### src/rtl/tpcs_pkg.sv
`default_nettype none

package tpcs_pkg;

  localparam int DIAL_POSITIONS = 12;
  localparam int DIAL_W = $clog2(DIAL_POSITIONS);
  localparam logic [DIAL_W-1:0] DIAL_MAX = DIAL_W'(DIAL_POSITIONS - 1);

  localparam int CFG_INDEX_W = 8;
  localparam int CFG_DATA_W = 16;

  localparam logic [CFG_INDEX_W-1:0] REG_TICKS_PER_SECOND = 8'd0;
  localparam logic [CFG_INDEX_W-1:0] REG_IDLE_TIMEOUT_TICKS = 8'd1;

  localparam logic [15:0] TICKS_PER_SECOND_RESET = 16'd100;
  localparam logic [15:0] IDLE_TIMEOUT_RESET = 16'd500;

  localparam logic [1:0] MODE_RUN = 2'd0;
  localparam logic [1:0] MODE_HOUR = 2'd1;
  localparam logic [1:0] MODE_MINUTE = 2'd2;

  localparam logic [2:0] BTN_MODE = 3'b001;
  localparam logic [2:0] BTN_UP = 3'b010;
  localparam logic [2:0] BTN_DOWN = 3'b100;

  typedef struct packed {
    logic [2:0] buttons_pressed;
    logic [2:0] buttons_armed;
  } tick_in_t;

  typedef struct packed {
    logic [1:0] mode_now;
    logic [3:0] hour_value;
    logic [3:0] minute_value;
    logic [3:0] second_value;
    logic       show_hour;
    logic       show_minute;
    logic       show_second;
    logic [2:0] rearm_buttons;
  } tick_out_t;

  function automatic logic [DIAL_W-1:0] dial_up(input logic [DIAL_W-1:0] v);
    dial_up = (v >= DIAL_MAX) ? '0 : v + 1'b1;
  endfunction

  function automatic logic [DIAL_W-1:0] dial_down(input logic [DIAL_W-1:0] v);
    dial_down = (v == '0) ? DIAL_MAX : v - 1'b1;
  endfunction

endpackage

`default_nettype wire

### src/rtl/twelve_position_clock_setter.sv
// Dial clock with hour-set and minute-set modes.
// Input channel (in_valid, in_stall, in_data): one transaction per tick, carrying
// the button levels and the repeat-armed flags. Output channel (out_valid,
// out_stall, out_data): exactly one result per tick, in order: mode, the three
// dial counters, the display flags and the rearm request (one-hot or zero).
// Configuration channel (cfg_valid, cfg_ready, cfg_index, cfg_data): index 0 sets
// ticks per second, index 1 the idle timeout; other indexes are ignored.
// cfg_ready is always high; write only while no tick is in flight.
// The state registers and the result are written at the edge that accepts the
// tick; the result goes to the output register, or to the skid register while
// a result waits there. One tick per cycle is sustained while results are taken.
// An output register backed by a one-entry skid register lets a tick be taken
// while a result waits; in_stall rises only when both hold a result, so a
// stalled receiver costs at most two buffered results before the input backs up.
// Reset (synchronous, rst_n low) returns run mode, zero counters, the prescaler
// at 100, the idle count at 0, the register defaults and empty buffers.
`default_nettype none

module twelve_position_clock_setter
  import tpcs_pkg::*;
(
  input  wire logic                   clk,
  input  wire logic                   rst_n,
  input  wire logic                   in_valid,
  output logic                        in_stall,
  input  wire tick_in_t               in_data,
  output logic                        out_valid,
  input  wire logic                   out_stall,
  output tick_out_t                   out_data,
  input  wire logic                   cfg_valid,
  output logic                        cfg_ready,
  input  wire logic [CFG_INDEX_W-1:0] cfg_index,
  input  wire logic [CFG_DATA_W-1:0]  cfg_data
);

  logic [15:0]       ticks_per_second_r;
  logic [15:0]       idle_timeout_r;
  logic [1:0]        mode_r, mode_nxt;
  logic [DIAL_W-1:0] hour_r, hour_nxt;
  logic [DIAL_W-1:0] minute_r, minute_nxt;
  logic [DIAL_W-1:0] second_r, second_nxt;
  logic [15:0]       prescale_r, prescale_nxt;
  logic [15:0]       idle_r, idle_nxt;

  logic              out_valid_r;
  tick_out_t         out_data_r;
  logic              skid_valid_r;
  tick_out_t         skid_data_r;

  logic              in_fire;
  logic              out_fire;
  logic [2:0]        usable;
  logic [2:0]        used;
  logic              sh, sm, ss;
  tick_out_t         result;

  assign cfg_ready = 1'b1;
  assign in_stall  = skid_valid_r;
  assign in_fire   = in_valid && !skid_valid_r;
  assign out_fire  = out_valid_r && !out_stall;
  assign out_valid = out_valid_r;
  assign out_data  = out_data_r;

  always_comb begin
    usable     = in_data.buttons_pressed & in_data.buttons_armed;
    used       = '0;
    mode_nxt   = mode_r;
    hour_nxt   = hour_r;
    minute_nxt = minute_r;
    second_nxt = second_r;
    prescale_nxt = prescale_r;
    idle_nxt   = idle_r;
    sh = 1'b1;
    sm = 1'b1;
    ss = 1'b1;

    case (mode_r)
      MODE_HOUR: begin
        if (usable[0]) begin
          mode_nxt = MODE_MINUTE;
          used = BTN_MODE;
        end else if (usable[1]) begin
          hour_nxt = dial_up(hour_r);
          used = BTN_UP;
        end else if (usable[2]) begin
          hour_nxt = dial_down(hour_r);
          used = BTN_DOWN;
        end
        sm = 1'b0;
        ss = 1'b0;
      end
      MODE_MINUTE: begin
        if (usable[1]) begin
          minute_nxt = dial_up(minute_r);
          used = BTN_UP;
        end else if (usable[2]) begin
          minute_nxt = dial_down(minute_r);
          used = BTN_DOWN;
        end
        sh = 1'b0;
        ss = 1'b0;
      end
      default: begin
        if (usable[0]) begin
          mode_nxt = MODE_HOUR;
          used = BTN_MODE;
        end
        // The seconds carry into minutes and hours only when each wraps to zero.
        if (prescale_r <= 16'd1) begin
          prescale_nxt = ticks_per_second_r;
          second_nxt = dial_up(second_r);
          if (second_nxt == '0) begin
            minute_nxt = dial_up(minute_r);
            if (minute_nxt == '0) begin
              hour_nxt = dial_up(hour_r);
            end
          end
        end else begin
          prescale_nxt = prescale_r - 16'd1;
        end
      end
    endcase

    if (used != '0) begin
      idle_nxt = idle_timeout_r;
    end

    // The timeout runs only on fully released ticks and saturates at zero.
    if (in_data.buttons_pressed == '0) begin
      if (idle_nxt != '0) begin
        idle_nxt = idle_nxt - 16'd1;
      end
      if (idle_nxt == '0) begin
        mode_nxt = MODE_RUN;
      end
    end

    result.mode_now      = mode_nxt;
    result.hour_value    = 4'(hour_nxt);
    result.minute_value  = 4'(minute_nxt);
    result.second_value  = 4'(second_nxt);
    result.show_hour     = sh;
    result.show_minute   = sm;
    result.show_second   = ss;
    result.rearm_buttons = used;
  end

  always_ff @(posedge clk) begin
    if (!rst_n) begin
      ticks_per_second_r <= TICKS_PER_SECOND_RESET;
      idle_timeout_r     <= IDLE_TIMEOUT_RESET;
    end else if (cfg_valid && cfg_ready) begin
      case (cfg_index)
        REG_TICKS_PER_SECOND:   ticks_per_second_r <= cfg_data;
        REG_IDLE_TIMEOUT_TICKS: idle_timeout_r     <= cfg_data;
        default: ;
      endcase
    end
  end

  always_ff @(posedge clk) begin
    if (!rst_n) begin
      mode_r     <= MODE_RUN;
      hour_r     <= '0;
      minute_r   <= '0;
      second_r   <= '0;
      prescale_r <= TICKS_PER_SECOND_RESET;
      idle_r     <= '0;
    end else if (in_fire) begin
      mode_r     <= mode_nxt;
      hour_r     <= hour_nxt;
      minute_r   <= minute_nxt;
      second_r   <= second_nxt;
      prescale_r <= prescale_nxt;
      idle_r     <= idle_nxt;
    end
  end

  // The skid register is empty whenever a tick is accepted, since in_stall
  // follows it directly.
  always_ff @(posedge clk) begin
    if (!rst_n) begin
      out_valid_r  <= 1'b0;
      skid_valid_r <= 1'b0;
    end else begin
      if (in_fire) begin
        if (!out_valid_r || out_fire) begin
          out_valid_r <= 1'b1;
        end else begin
          skid_valid_r <= 1'b1;
        end
      end else if (out_fire) begin
        if (skid_valid_r) begin
          skid_valid_r <= 1'b0;
        end else begin
          out_valid_r <= 1'b0;
        end
      end
    end
  end

  always_ff @(posedge clk) begin
    if (in_fire) begin
      if (!out_valid_r || out_fire) begin
        out_data_r <= result;
      end else begin
        skid_data_r <= result;
      end
    end else if (out_fire && skid_valid_r) begin
      out_data_r <= skid_data_r;
    end
  end

endmodule

`default_nettype wire

### config.mk
export PLATFORM = sky130hd
export DESIGN_NAME = twelve_position_clock_setter
export DESIGN_NICKNAME = d
export VERILOG_FILES = /design/src/rtl/tpcs_pkg.sv /design/src/rtl/twelve_position_clock_setter.sv
export SDC_FILE = /design/constraint.sdc
export NUM_CORES = 1
export LEC_CHECK = 0
export ABC_AREA = 1
export BUFFER_PORTS_ARGS = -buffer_cell sky130_fd_sc_hd__buf_2
export CAP_MARGIN = 20
export CORE_MARGIN = 2
export CORE_UTILIZATION = 60
export CTS_CLUSTER_DIAMETER = 200
export CTS_CLUSTER_SIZE = 40
export DETAILED_ROUTE_END_ITERATION = 16
export GPL_ROUTABILITY_DRIVEN = 0
export HOLD_SLACK_MARGIN = 0.1
export PLACE_DENSITY = 0.78
export SLEW_MARGIN = 40
export SYNTH_ARGS = -nofsm -noshare
export SYNTH_HDL_FRONTEND = slang
export SYNTH_SLANG_ARGS = --single-unit
### constraint.sdc
create_clock -name clk -period 7.2 [get_ports clk]
set_input_delay 1.08 -clock clk [delete_from_list [all_inputs] [get_ports clk]]
set_output_delay 1.08 -clock clk [all_outputs]
set_load 0.005 [all_outputs]
; Word level (Yosys, flattened, before mapping)
; Cells that the tools add are included.
[op_classes]
n_addsub = 7
muxes = 47
bitwise = 3
reduce_logical = 26
magnitude_cmp = 4
n_eq_ne = 6
[op_table]
columns = cell, n
row1 = $mux W16, 5
row2 = $mux W4, 17
row3 = $mux W20, 3
row4 = $sub A16 B1 Y16 const B, 2
row5 = $le A16 B1 Y1 const B, 1
row6 = $logic_not A16 Y1, 1
row7 = $logic_not A4 Y1, 4
row8 = $pmux W4 S2, 2
row9 = $reduce_bool A16 Y1, 1
row10 = $add A4 B1 Y4 const B, 3
row11 = $ge A4 B4 Y1 const B, 3
row12 = $reduce_and A2 Y1, 6
row13 = $mux W1, 11
row14 = $mux W3, 3
row15 = $eq A8 B1 Y1 const B, 1
row16 = $logic_not A8 Y1, 1
row17 = $mux W2, 4
row18 = $sub A4 B1 Y4 const B, 2
row19 = $pmux W3 S2, 1
row20 = $ne A2 B1 Y1 const B, 2
row21 = $pmux W2 S2, 1
row22 = $reduce_bool A2 Y1, 2
row23 = $and A3 B3 Y3, 1
row24 = $logic_and A1 B1 Y1, 3
row25 = 10 further kinds, 13
[totals]
output_inout_bits = 23
wordCells = 119
regBits = 120
in_bits = 35

; Depth between registers and ports, before layout
; Gate-level depths: netlist (run 1).
[depth]
word_depth = 15
mapped_depth = 22
depth_no_buf = 21

; Least setup slack after synthesis (run 1)
; Ideal clock, no wire load.
[synth_path]
path_kind = input port to flip-flop
from = in in_data[3] (netlist bit)
to = reg out_data_r (netlist bit out_data[18]) (data pin)
stages = 18
required_ps = 6945
t_arrival_ps = 3055
path_buffers = 3
slack_ps = 3890
path_cell_list = nand2_4 -> inv_2 -> o21ai_2 -> buf_6 -> buf_4 -> nand4_1 -> nand2_2 -> ha_1 -> nand3_4 -> nor2_1 -> nand2_1 -> buf_6 -> nand2_1 -> nand4_1 -> nor2_1 -> nand3_2 -> nand3_2 -> nand2_1
[synth_via]
elab_chain_len = 13
word_cells_on_any_way = 19
[synth_lines]
columns = item, line_no
row1 = "start, declared", twelve_position_clock_setter.sv:26  ; input wire tick_in_t in_data,
row2 = $and A3 B3 Y3, twelve_position_clock_setter.sv:65  ; usable = in_data.buttons_pressed & in_data.buttons_armed;
row3 = $mux W1 or $mux W3 (tied branches), "twelve_position_clock_setter.sv:104, twelve_position_clock_setter.sv:79"
row4 = $pmux W3 S2, twelve_position_clock_setter.sv:77  ; case (mode_r)
row5 = $reduce_bool A3 Y1, twelve_position_clock_setter.sv:124  ; if (used != '0) begin
row6 = $mux W16, twelve_position_clock_setter.sv:124
row7 = $sub A16 B1 Y16 or $reduce_bool A16 Y1 (tied branches), "twelve_position_clock_setter.sv:131, twelve_position_clock_setter.sv:130"
row8 = $mux W16, twelve_position_clock_setter.sv:130  ; if (idle_nxt != '0) begin
row9 = $mux W16, twelve_position_clock_setter.sv:129  ; if (in_data.buttons_pressed == '0) begin
row10 = $logic_not A16 Y1, twelve_position_clock_setter.sv:133  ; if (idle_nxt == '0) begin
row11 = $mux W2, twelve_position_clock_setter.sv:133
row12 = $mux W2 *, twelve_position_clock_setter.sv:129
row13 = $mux W20 *, twelve_position_clock_setter.sv:204  ; if (!out_valid_r || out_fire) begin
row14 = $mux W20 *, twelve_position_clock_setter.sv:203  ; if (in_fire) begin
row15 = "end signal, assigned", twelve_position_clock_setter.sv:205  ; out_data_r <= result;
row16 = "end signal, assigned", twelve_position_clock_setter.sv:210  ; out_data_r <= skid_data_r;
row17 = "end, declared", twelve_position_clock_setter.sv:46  ; tick_out_t out_data_r;
; Mark *: on every way between the ends. The rest lies on a longest branch, timed or not. The select of a mux whose other input is x is not followed.
; A chain may end at the register's enable or synchronous reset.

; Final worst setup path (run 1)
[layout_path]
from = reg mode_r[0]
to = reg out_data_r (netlist bit out_data[18]) (data pin)
[layout_via]
elab_chain_len = 12
word_cells_on_any_way = 17
[layout_lines]
columns = item, line_no
row1 = "start, declared", twelve_position_clock_setter.sv:38  ; logic [1:0] mode_r, mode_nxt;
row2 = "start signal, assigned", twelve_position_clock_setter.sv:170  ; mode_r <= mode_nxt;
row3 = $eq A2 B2 Y1 or $eq A2 B1 Y1 (tied branches), twelve_position_clock_setter.sv:77
row4 = $pmux W3 S2, twelve_position_clock_setter.sv:77
row5 = $reduce_bool A3 Y1, twelve_position_clock_setter.sv:124
row6 = $mux W16, twelve_position_clock_setter.sv:124
row7 = $sub A16 B1 Y16 or $reduce_bool A16 Y1 (tied branches), "twelve_position_clock_setter.sv:131, twelve_position_clock_setter.sv:130"
row8 = $mux W16, twelve_position_clock_setter.sv:130
row9 = $mux W16, twelve_position_clock_setter.sv:129
row10 = $logic_not A16 Y1, twelve_position_clock_setter.sv:133
row11 = $mux W2, twelve_position_clock_setter.sv:133
row12 = $mux W2 *, twelve_position_clock_setter.sv:129
row13 = $mux W20 *, twelve_position_clock_setter.sv:204
row14 = $mux W20 *, twelve_position_clock_setter.sv:203
; Marked as above.

==> impl_metrics.env, run 1 <==
export IMPL_worstSetupPathType="register to register"
export IMPL_first_pass_iters=5
export IMPL_grt_max_degree=48
export IMPL_cts_root_buf="clkbuf_16"
export IMPL_dp_hpwl_um=11600
export IMPL_seqCellArea_mm2=0.00280
export IMPL_synthCells=962
export IMPL_grt_util_all_layers=0.283
export IMPL_ant_nets=0
export IMPL_clkSlewWorstSetupHoldPaths_ns=0.06
export IMPL_worst_ep_arrival_time_ns=4.70
export IMPL_hold_viol=0
export IMPL_status="complete, no violations"
export IMPL_p_sw_frac=0.293
export IMPL_nFillCells=982
export IMPL_final_period_utilization=0.628
export IMPL_fin_crit_ns=4.52
export IMPL_routedWlPerCell_um=15.1
export IMPL_rows=39
export IMPL_die_w_um=112
export IMPL_insertion_delay_ns=0.42
export IMPL_syn_cell_area_mm2=0.00694
export IMPL_p_per_area_mw_per_mm2=246
export IMPL_power_mw=1.91
export IMPL_yosysSeqAreaShare=0.404
export IMPL_max_freq_mhz=221
export IMPL_tns_ns=0
export IMPL_syn_area_per_cell_um2=7.22
export IMPL_setup_worst_path_start_class="register"
export IMPL_synth_area_leader_cell="dfxtp_1"
export IMPL_rr_startpoint="mode_r[0]$_SDFFE_PN0P_"
export IMPL_required_ns=7.37
export IMPL_hp_class="register to register"
export IMPL_power_share_combinational=0.175
export IMPL_ys_flop_type="dfxtp_1"
export IMPL_rsz0062_at_grt="false"
export IMPL_nNetsFinal=1039
export IMPL_slew_headroom=0.487
export IMPL_max_cap_violations=0
export IMPL_htreeDepth=4
export IMPL_viasPerCell=5.83
export IMPL_cts_buffer_depth=2
export IMPL_async_flop_share=0
export IMPL_num_antenna_cells=0
export IMPL_die_h_um=112
export IMPL_setup_worst_path_start="mode_r[0]$_SDFFE_PN0P_"
export IMPL_antenna_found_initial=0
export IMPL_fin_util=0.682
export IMPL_min_path_cells=2
export IMPL_cts_hold_repair_buffers=0
export IMPL_vias=6700
export IMPL_rr_worst_depth=20
export IMPL_die_area_mm2=0.0124
export IMPL_synth_edf_count=40
export IMPL_irDropWorstVdd_uv=200
export IMPL_worst_slew_pin_slew_ns=0.769
export IMPL_yosys_warnings=0
export IMPL_start_util=0.611
export IMPL_cts_resized=0
export IMPL_p_sw_mw=0.559
export IMPL_grt_pass1_wl_um=28800
export IMPL_synth_fp_nets=1008
export IMPL_finClkSkew_ns=0.00577
export IMPL_core_area_mm2=0.0114
export IMPL_intPower_mw=1.35
export IMPL_first_global_vias=6121
export IMPL_grt_overflow=0
export IMPL_synthTopCellsByArea="dfxtp_1 (23%), edfxtp_1 (17%), nand2_1 (14%)"
export IMPL_postCtsSetupBuffers=0
export IMPL_seq_power_share=0.396
export IMPL_drt_iter0_drc=784
export IMPL_numCtsBuffers=17
export IMPL_drive_gt1_frac=0.138
export IMPL_setup_viol=0
export IMPL_ys_types=49
export IMPL_synth_top_area_frac=0.231
export IMPL_io_buffers=56
export IMPL_multiInputGateArea_mm2=0.00353
export IMPL_reg2reg_setup_slack_ns=2.68
export IMPL_crit_fanout=29
export IMPL_clock_power_share=0.428
export IMPL_p_leak_nw=3.34
export IMPL_finalWirelength_um=17400
export IMPL_cts_tree="built"
export IMPL_route_detailed_drc=0
export IMPL_drv_slew=0
export IMPL_cts_sinks=120
export IMPL_ys_ff_latch=120
export IMPL_hold_ws_ns=0.468
export IMPL_cp_end_kind="register"
export IMPL_area_growth_pct=11.7
export IMPL_hp_start="idle_r[2]$_SDFFE_PN0P_"
export IMPL_io_pins=58
[flip-flops by register name, indices dropped and copies added, names as in the netlist]
register,count
out_data,20
skid_data_r,20
idle_r,16
idle_timeout_r,16
prescale_r,16
ticks_per_second_r,16
hour_r,4
minute_r,4
second_r,4
mode_r,2
in_stall,1
out_valid,1
[metrics by stage]
| stage | cells | instance area [µm²] | setup slack, ns |
|---|---|---|---|
| CTS | 1149 | 7750 | 2.76 |
| finish | 1149 | 7760 | 2.68 |
| global route | 1149 | 7760 | 2.23 |
| detailed placement | 1117 | 7190 | 2.85 |
| floorplan | 962 | 6940 | 3.89 |
| global placement | 1117 | 7180 | 2.97 |
[placed cells by master (no fill, tap or decap), types with 3 or more instances in the layout]
cell type | netlist | routed
nand3_4 | 3 | 3
a31oi_1 | 5 | 5
buf_4 | 4 | 4
o31ai_1 | 3 | 3
nor3_1 | 6 | 5
nor2_2 | 9 | 10
a211oi_1 | 4 | 4
nand3_1 | 33 | 33
a21oi_1 | 85 | 84
nor2_1 | 84 | 82
edfxtp_1 | 40 | 40
ha_1 | 11 | 11
o21ai_0 | 81 | 81
o221ai_1 | 3 | 3
nand2_2 | 13 | 14
a32oi_1 | 3 | 3
nand3_2 | 4 | 4
clkinv_2 | 0 | 4
buf_2 | 2 | 56
clkinv_1 | 3 | 6
xnor2_1 | 3 | 3
xor2_1 | 5 | 5
clkbuf_16 | 0 | 17
nand4_1 | 33 | 33
inv_1 | 93 | 93
o211ai_1 | 19 | 19
nand2_4 | 5 | 5
dfxtp_1 | 80 | 80
nor2_4 | 4 | 5
nand2_1 | 259 | 258
[cells in the mapped netlist, drive strengths merged (3+ instances only)]
| cell type | n |
|---|---|
| a211oi | 4 |
| a21oi | 85 |
| a31oi | 5 |
| a32oi | 3 |
| buf | 16 |
| clkbuf | 32 |
| clkinv | 3 |
| dfxtp | 80 |
| edfxtp | 40 |
| ha | 11 |
| inv | 95 |
| nand2 | 277 |
| nand3 | 40 |
| nand4 | 35 |
| nor2 | 97 |
| nor3 | 6 |
| o211ai | 19 |
| o21ai | 84 |
| o221ai | 3 |
| o31ai | 3 |
| xnor2 | 3 |
| xor2 | 5 |
[critical path, stage by stage, from the launching register on]
cell and delay, ns:
dfxtp_1 0.41, inv_1 0.09, ha_1 0.78, inv_1 0.23
nand2_1 0.15, nor2_2 0.05, nand2_4 0.27, nand3_4 0.33
o21ai_2 0.38, ha_1 0.29, nand3_4 0.12, nor2_1 0.12
nand2_1 0.24, nand2_1 0.13, nand2_1 0.07, nor2_1 0.09
nand2_1 0.06, nor2_1 0.12, nand3_2 0.15, nand3_2 0.10
nand2_1 0.07
[cell families (layout without fill, tap and decap cells)]
family          after synthesis  count (layout)  synth area share
xor+xnor                      8               8            0.0101
flops                       120             120             0.404
other cells                   1               1          0.000540
buf+inv                     146             190            0.0912
fa+ha+maj                    11              11            0.0198
simple gates                460             460             0.300
compound gates              216             216             0.175
[layer usage]
layer  vias to the layer above  routed length, µm  track usage  share of wire
li1                       3281                  -            -              -
met1                      3100               7630        0.378           0.44
met2                       276               8030        0.455           0.46
met3                        43               1240       0.0501          0.071
met4                         0                486        0.123          0.028
met5                         -                  0            0              0
[power groups by stage]
stage | Sequential [mW] | Clock [mW] | Combinational [mW]
floorplan | 0.766 | 0 | 0.246
global placement | 0.769 | 0 | 0.316
detailed placement | 0.769 | 0 | 0.321
CTS | 0.755 | 0.824 | 0.327
global route | 0.759 | 0.854 | 0.374
finish | 0.756 | 0.817 | 0.334
[final timing paths]
check / end
max: out_data[18]$_DFFE_PP_
min: idle_r[2]$_SDFFE_PN0P_
max reg2reg: out_data[18]$_DFFE_PP_
min reg2reg: idle_r[2]$_SDFFE_PN0P_
[cell type report]
cell class                      instances  area share
Clock inverter                         14      0.0171
Multi-Input combinational cell        696       0.456
Timing Repair Buffer                   60      0.0400
Clock buffer                           18      0.0553
Inverter                               98      0.0474
Tap cell                              143      0.0231
Sequential cell                       120       0.361
No activity file was read; power rests on OpenSTA's default activity.
==> run 2: changes to the inputs <==
CORE_UTILIZATION = 55   (was 60)
PLACE_DENSITY = 0.75   (was 0.78)
clock period = 4 ns   (was 7.2 ns; I/O delays follow)
==> run 2 against run 1 <==
Effect of this change: worst hold slack worse by 0.067 ns; register-to-register slack worse by 2.2 ns; global-route usage is 2.2 points lower; maximum frequency is 28% higher; worst setup slack worse by 2.2 ns.
==> impl_metrics.env, run 2 (same netlist as run 1, synthesis figures left out) <==
export IMPL_die_area_mm2=0.0135
export IMPL_hp_start="cfg_data[5]"
export IMPL_antenna_found_initial=0
export IMPL_first_pass_iters=5
export IMPL_cts_resized=0
export IMPL_htreeDepth=4
export IMPL_area_growth_pct=14.2
export IMPL_finalWirelength_um=16500
export IMPL_die_h_um=116
export IMPL_slew_headroom=0.551
export IMPL_tns_ns=0
export IMPL_cp_end_kind="register"
export IMPL_max_freq_mhz=282
export IMPL_rr_worst_depth=16
export IMPL_rr_startpoint="mode_r[0]$_SDFFE_PN0P_"
export IMPL_insertion_delay_ns=0.43
export IMPL_setup_viol=0
export IMPL_cts_hold_repair_buffers=0
export IMPL_die_w_um=116
export IMPL_path_cells="inv_1 > ha_1 > o21ai_2 > buf_4 > nand4_1 > nand2_2 > ha_1 > nand3_4 > nor2_1 > nand2_1 > o21ai_0 > nand3_1 > nor2_1 > nand3_2 > nand3_2 > nand2_1"
export IMPL_crit_slowest_cell="dfxtp_1"
export IMPL_first_global_vias=6047
export IMPL_finClkSkew_ns=0.00425
export IMPL_hp_class="input port to register"
export IMPL_layout_common_cells="nand2_1 (258), inv_1 (92), a21oi_1 (84)"
export IMPL_drive_gt1_frac=0.149
export IMPL_reg2reg_setup_slack_ns=0.46
export IMPL_rsz0062_at_grt="false"
export IMPL_critPathMaxStageDelay_ns=0.41
export IMPL_fin_crit_ns=3.54
export IMPL_timing_rr_end="out_data[18]$_DFFE_PP_"
export IMPL_setup_worst_path_start_class="register"
export IMPL_crit_fanout=28
export IMPL_postCtsSetupBuffers=0
export IMPL_rows=41
export IMPL_critPathTopFamily="simple AND/OR/NAND/NOR gates"
export IMPL_ant_nets=0
export IMPL_power_mw=3.56
export IMPL_cts_sinks=120
export IMPL_dp_hpwl_um=11600
export IMPL_worstSetupPathType="register to register"
export IMPL_cts_root_buf="clkbuf_16"
export IMPL_drv_slew=0
export IMPL_grt_max_degree=56
export IMPL_drt_iter0_drc=571
export IMPL_grt_util_all_layers=0.261
export IMPL_status="complete, no violations"
export IMPL_io_pins=58
export IMPL_start_util=0.557
export IMPL_final_common_cell="nand2_1"
export IMPL_max_cap_violations=0
export IMPL_numCtsBuffers=17
export IMPL_clkSlewWorstSetupHoldPaths_ns=0.05
export IMPL_p_leak_nw=3.44
export IMPL_final_period_utilization=0.886
export IMPL_routedWlPerCell_um=13.9
export IMPL_min_path_cells=3
export IMPL_num_antenna_cells=0
export IMPL_nNetsFinal=1050
export IMPL_vias=6494
export IMPL_core_area_mm2=0.0125
export IMPL_cts_buffer_depth=2
export IMPL_cts_tree="built"
export IMPL_crit_buf_inv=2
export IMPL_viasPerCell=5.46
export IMPL_grt_overflow=0
export IMPL_worst_slew_pin_slew_ns=0.673
export IMPL_irDropWorstVdd_uv=237
export IMPL_worst_ep_arrival_time_ns=3.73
export IMPL_hold_viol=0
export IMPL_p_per_area_mw_per_mm2=449
export IMPL_grt_pass1_wl_um=28000
export IMPL_required_ns=4.18
export IMPL_nFillCells=1139
export IMPL_io_buffers=56
export IMPL_min_to="ticks_per_second_r[5]$_SDFFE_PN1P_"
export IMPL_route_detailed_drc=0
## run 2: changes by cell type in the layout (fill, tap and decap cells not counted), sizes merged
cell      change
buf          +11
clkbuf        +6
clkinv        -5
clkinvlp      -2
inv           +1
## run 2: worst reg2reg max path, cell delays in order, from the launching register on
cell	delay, ns
dfxtp_1	0.41
inv_1	0.09
ha_1	0.38
o21ai_2	0.24
buf_4	0.32
nand4_1	0.15
nand2_2	0.15
ha_1	0.27
nand3_4	0.14
nor2_1	0.13
nand2_1	0.24
o21ai_0	0.22
nand3_1	0.11
nor2_1	0.15
nand3_2	0.14
nand3_2	0.10
nand2_1	0.05
## run 2: per-layer routing
metal | vias to the layer above | global-route usage | wire length, µm
met5 | - | 0 | 0
met4 | 0 | 0.111 | 439
met3 | 37 | 0.0493 | 858
met2 | 189 | 0.436 | 7750
met1 | 2955 | 0.333 | 7440
li1 | 3313 | - | -
## run 2: layout make-up
| class | count | area, µm² | share of cell area |
|---|---|---|---|
| timing repair buffer | 71 | 393 | 0.0496 |
| inverter | 98 | 368 | 0.0464 |
| tap | 172 | 215 | 0.0271 |
| clock inverter | 8 | 105 | 0.0133 |
| multi-input combinational | 696 | 3520 | 0.444 |
| sequential | 120 | 2800 | 0.354 |
| clock buffer | 24 | 524 | 0.0661 |
## run 2: where the power goes
part / switching, mW / total [mW] / leakage, nW / internal, mW
Clock: 0.563 / 1.61 / 0.311 / 1.04
Combinational: 0.392 / 0.597 / 2.10 / 0.205
Sequential: 0.0360 / 1.36 / 1.03 / 1.32
## run 2: how the worst max path moves through the flow
stage                            from                endpoint  depth (start not counted)
4_1_cts        mode_r[0]$_SDFFE_PN0P_  out_data[18]$_DFFE_PP_                         18
5_1_grt        mode_r[0]$_SDFFE_PN0P_  out_data[19]$_DFFE_PP_                         18
2_1_floorplan  mode_r[0]$_SDFFE_PN0P_  out_data[18]$_DFFE_PP_                         20
6_report       mode_r[0]$_SDFFE_PN0P_  out_data[18]$_DFFE_PP_                         16
3_3_place_gp   mode_r[0]$_SDFFE_PN0P_  out_data[19]$_DFFE_PP_                         18
3_5_place_dp               in_data[4]  out_data[18]$_DFFE_PP_                         20
## run 2: per-stage QoR
step            util  instance area, µm²  instances  hold WS (ns)  worst slack [ns]
2_1_floorplan      -                6940        962         0.429              1.01
3_3_place_gp   0.585                7300       1157         0.453             0.621
3_5_place_dp   0.585                7300       1157         0.452             0.551
4_1_cts        0.636                7930       1189         0.398             0.497
5_1_grt        0.636                7930       1189         0.417             0.138
6_report       0.636                7930       1189         0.400             0.457
==> run 3: changes to the inputs <==
CORE_ASPECT_RATIO = 0.8   (was default)
CORE_UTILIZATION = 56   (was 55)
CTS_BUF_LIST = sky130_fd_sc_hd__clkbuf_4   (was default)
PLACE_DENSITY = 0.76   (was 0.75)
clock period = 3.1 ns   (was 4 ns; I/O delays follow)
==> run 3 against run 2 <==
Effect of this change: core utilization up 5.7 points; die area decreased by 1.7%; clock-buffer cell count fell by 6; sequential share of layout area down 1.9 points; sequential power grew 29%; register-to-register slack lost 0.45 ns; routed wire length grew 17%; combinational power is 76% higher; critical path depth increased by 4; worst setup slack worse by 0.45 ns; highest routed layer unchanged; cell count is 2.4% higher.
==> impl_metrics.env, run 3 (same netlist as run 1, synthesis figures left out) <==
export IMPL_setup_viol=0
export IMPL_start_util=0.573
export IMPL_tns_ns=0
export IMPL_nNetsFinal=1098
export IMPL_core_area_mm2=0.0121
export IMPL_fin_crit_ns=3.09
export IMPL_cts_root_buf="clkbuf_4"
export IMPL_viasPerCell=5.77
export IMPL_worstSetupPathType="register to register"
export IMPL_drive_gt1_frac=0.246
export IMPL_io_buffers=56
export IMPL_worst_ep_arrival_time_ns=3.42
export IMPL_drv_slew=0
export IMPL_grt_util_all_layers=0.280
export IMPL_critPathMaxStageDelay_ns=0.34
export IMPL_die_h_um=104
export IMPL_area_growth_pct=20.9
export IMPL_drt_iter0_drc=774
export IMPL_dp_hpwl_um=13000
export IMPL_num_antenna_cells=0
export IMPL_hp_class="input port to register"
export IMPL_placed_area_mm2=0.00752
export IMPL_layout_common_cells="nand2_1 (219), inv_1 (91), a21oi_1 (84)"
export IMPL_antenna_found_initial=0
export IMPL_finClkSkew_ns=0.0189
export IMPL_grt_overflow=0
export IMPL_first_global_vias=5938
export IMPL_worst_slack_ns=0.00765
export IMPL_grt_pass1_wl_um=29500
export IMPL_routedWlPerCell_um=15.9
export IMPL_power_mw=3.81
export IMPL_cts_tree="built"
export IMPL_numCtsBuffers=17
export IMPL_vias=7022
export IMPL_status="complete, no violations"
export IMPL_critPathTopFamily="simple AND/OR/NAND/NOR gates"
export IMPL_final_period_utilization=0.998
export IMPL_worst_slew_pin_slew_ns=0.748
export IMPL_cts_buffer_depth=2
export IMPL_max_cap_violations=0
export IMPL_p_per_area_mw_per_mm2=454
export IMPL_grt_max_degree=49
export IMPL_route_detailed_drc=0
export IMPL_rsz0062_at_grt="true"
export IMPL_rows=36
export IMPL_place_ws_ns=-0.0851
export IMPL_max_freq_mhz=323
export IMPL_p_leak_nw=3.62
export IMPL_die_w_um=128
export IMPL_slew_headroom=0.501
export IMPL_insertion_delay_ns=0.57
export IMPL_cts_sinks=120
export IMPL_irDropWorstVdd_uv=310
export IMPL_crit_buf_inv=3
export IMPL_hold_viol=0
export IMPL_path_cells="buf_4 > ha_2 > nand2_4 > nand2_4 > nand2_4 > nand3_4 > clkbuf_16 > nand2_2 > nand2_2 > nor2_2 > nand2_2 > nor2_4 > nand2_4 > buf_8 > nand2_4 > nand4_1 > nor2_4 > nand3_4 > nand3_2 > nand2_1"
export IMPL_die_area_mm2=0.0133
export IMPL_final_common_cell="nand2_1"
export IMPL_required_ns=3.42
export IMPL_first_pass_iters=8
export IMPL_setup_worst_path_start_class="register"
export IMPL_clkSlewWorstSetupHoldPaths_ns=0.11
export IMPL_cp_end_kind="register"
export IMPL_fin_util=0.692
export IMPL_crit_fanout=8
export IMPL_htreeDepth=4
export IMPL_fin_area_mm2=0.00839
export IMPL_io_pins=58
export IMPL_ant_nets=0
export IMPL_crit_top_cell="nand2_4"
export IMPL_crit_slowest_cell="dfxtp_2"
export IMPL_finalWirelength_um=19400
run 3: layer usage:
layer,track usage,vias up,routed length [µm],share of wire
li1,-,3404,-,-
met1,0.413,3231,8630,0.45
met2,0.402,334,8610,0.44
met3,0.0630,53,1680,0.087
met4,0.0950,0,453,0.023
met5,0,-,0,0
run 3: what timing repair did:
item | CTS | global route
setup buffers | 0 | 17
hold buffers | 0 | 0
gates resized for setup | 7 | 108
cloned | 1 | 2
pin swaps | 3 | 47
endpoints found under the setup margin | 6 | 6
hold endpoints to repair | 0 | 0
run 3: cell type report:
type                       instances  area (µm²)
tap                              152         190
clock buffer                      18         135
inverter                          98         370
sequential                       120        2810
timing repair buffer             119         900
multi-input combinational        696        3880
clock inverter                    14         108
fill                             956        3730
run 3: power by group:
group | leakage [nW] | switching, mW | internal [mW]
sequential | 1.02 | 0.0483 | 1.70
combinational | 2.47 | 0.641 | 0.405
clock | 0.134 | 0.617 | 0.394
run 3: through the flow:
| stage | instances | hold WS, ns |
|---|---|---|
| after floorplan | 962 | 0.429 |
| after global placement | 1165 | 0.452 |
| after detailed placement | 1165 | 0.456 |
| after CTS | 1198 | 0.104 |
| after global routing | 1217 | 0.0997 |
| final | 1217 | 0.131 |
run 3: worst paths after layout:
path                                               from                                 end  slack (ns)  cells after the start
worst max register to register   mode_r[0]$_SDFFE_PN0P_              out_data[18]$_DFFE_PP_       0.008                     20
worst min register to register  idle_r[14]$_SDFFE_PN0P_             idle_r[14]$_SDFFE_PN0P_        0.48                      2
worst min-delay path                        cfg_data[2]  ticks_per_second_r[2]$_SDFFE_PN1P_        0.13                      3
worst max-delay path             mode_r[0]$_SDFFE_PN0P_              out_data[18]$_DFFE_PP_       0.008                     20
run 3: tightest hold or removal path: cells and delay by family:
kind / cells / cell delay, ns
and+or+nand+nor: 2 / 0.10
buffers and inverters: 1 / 0.10
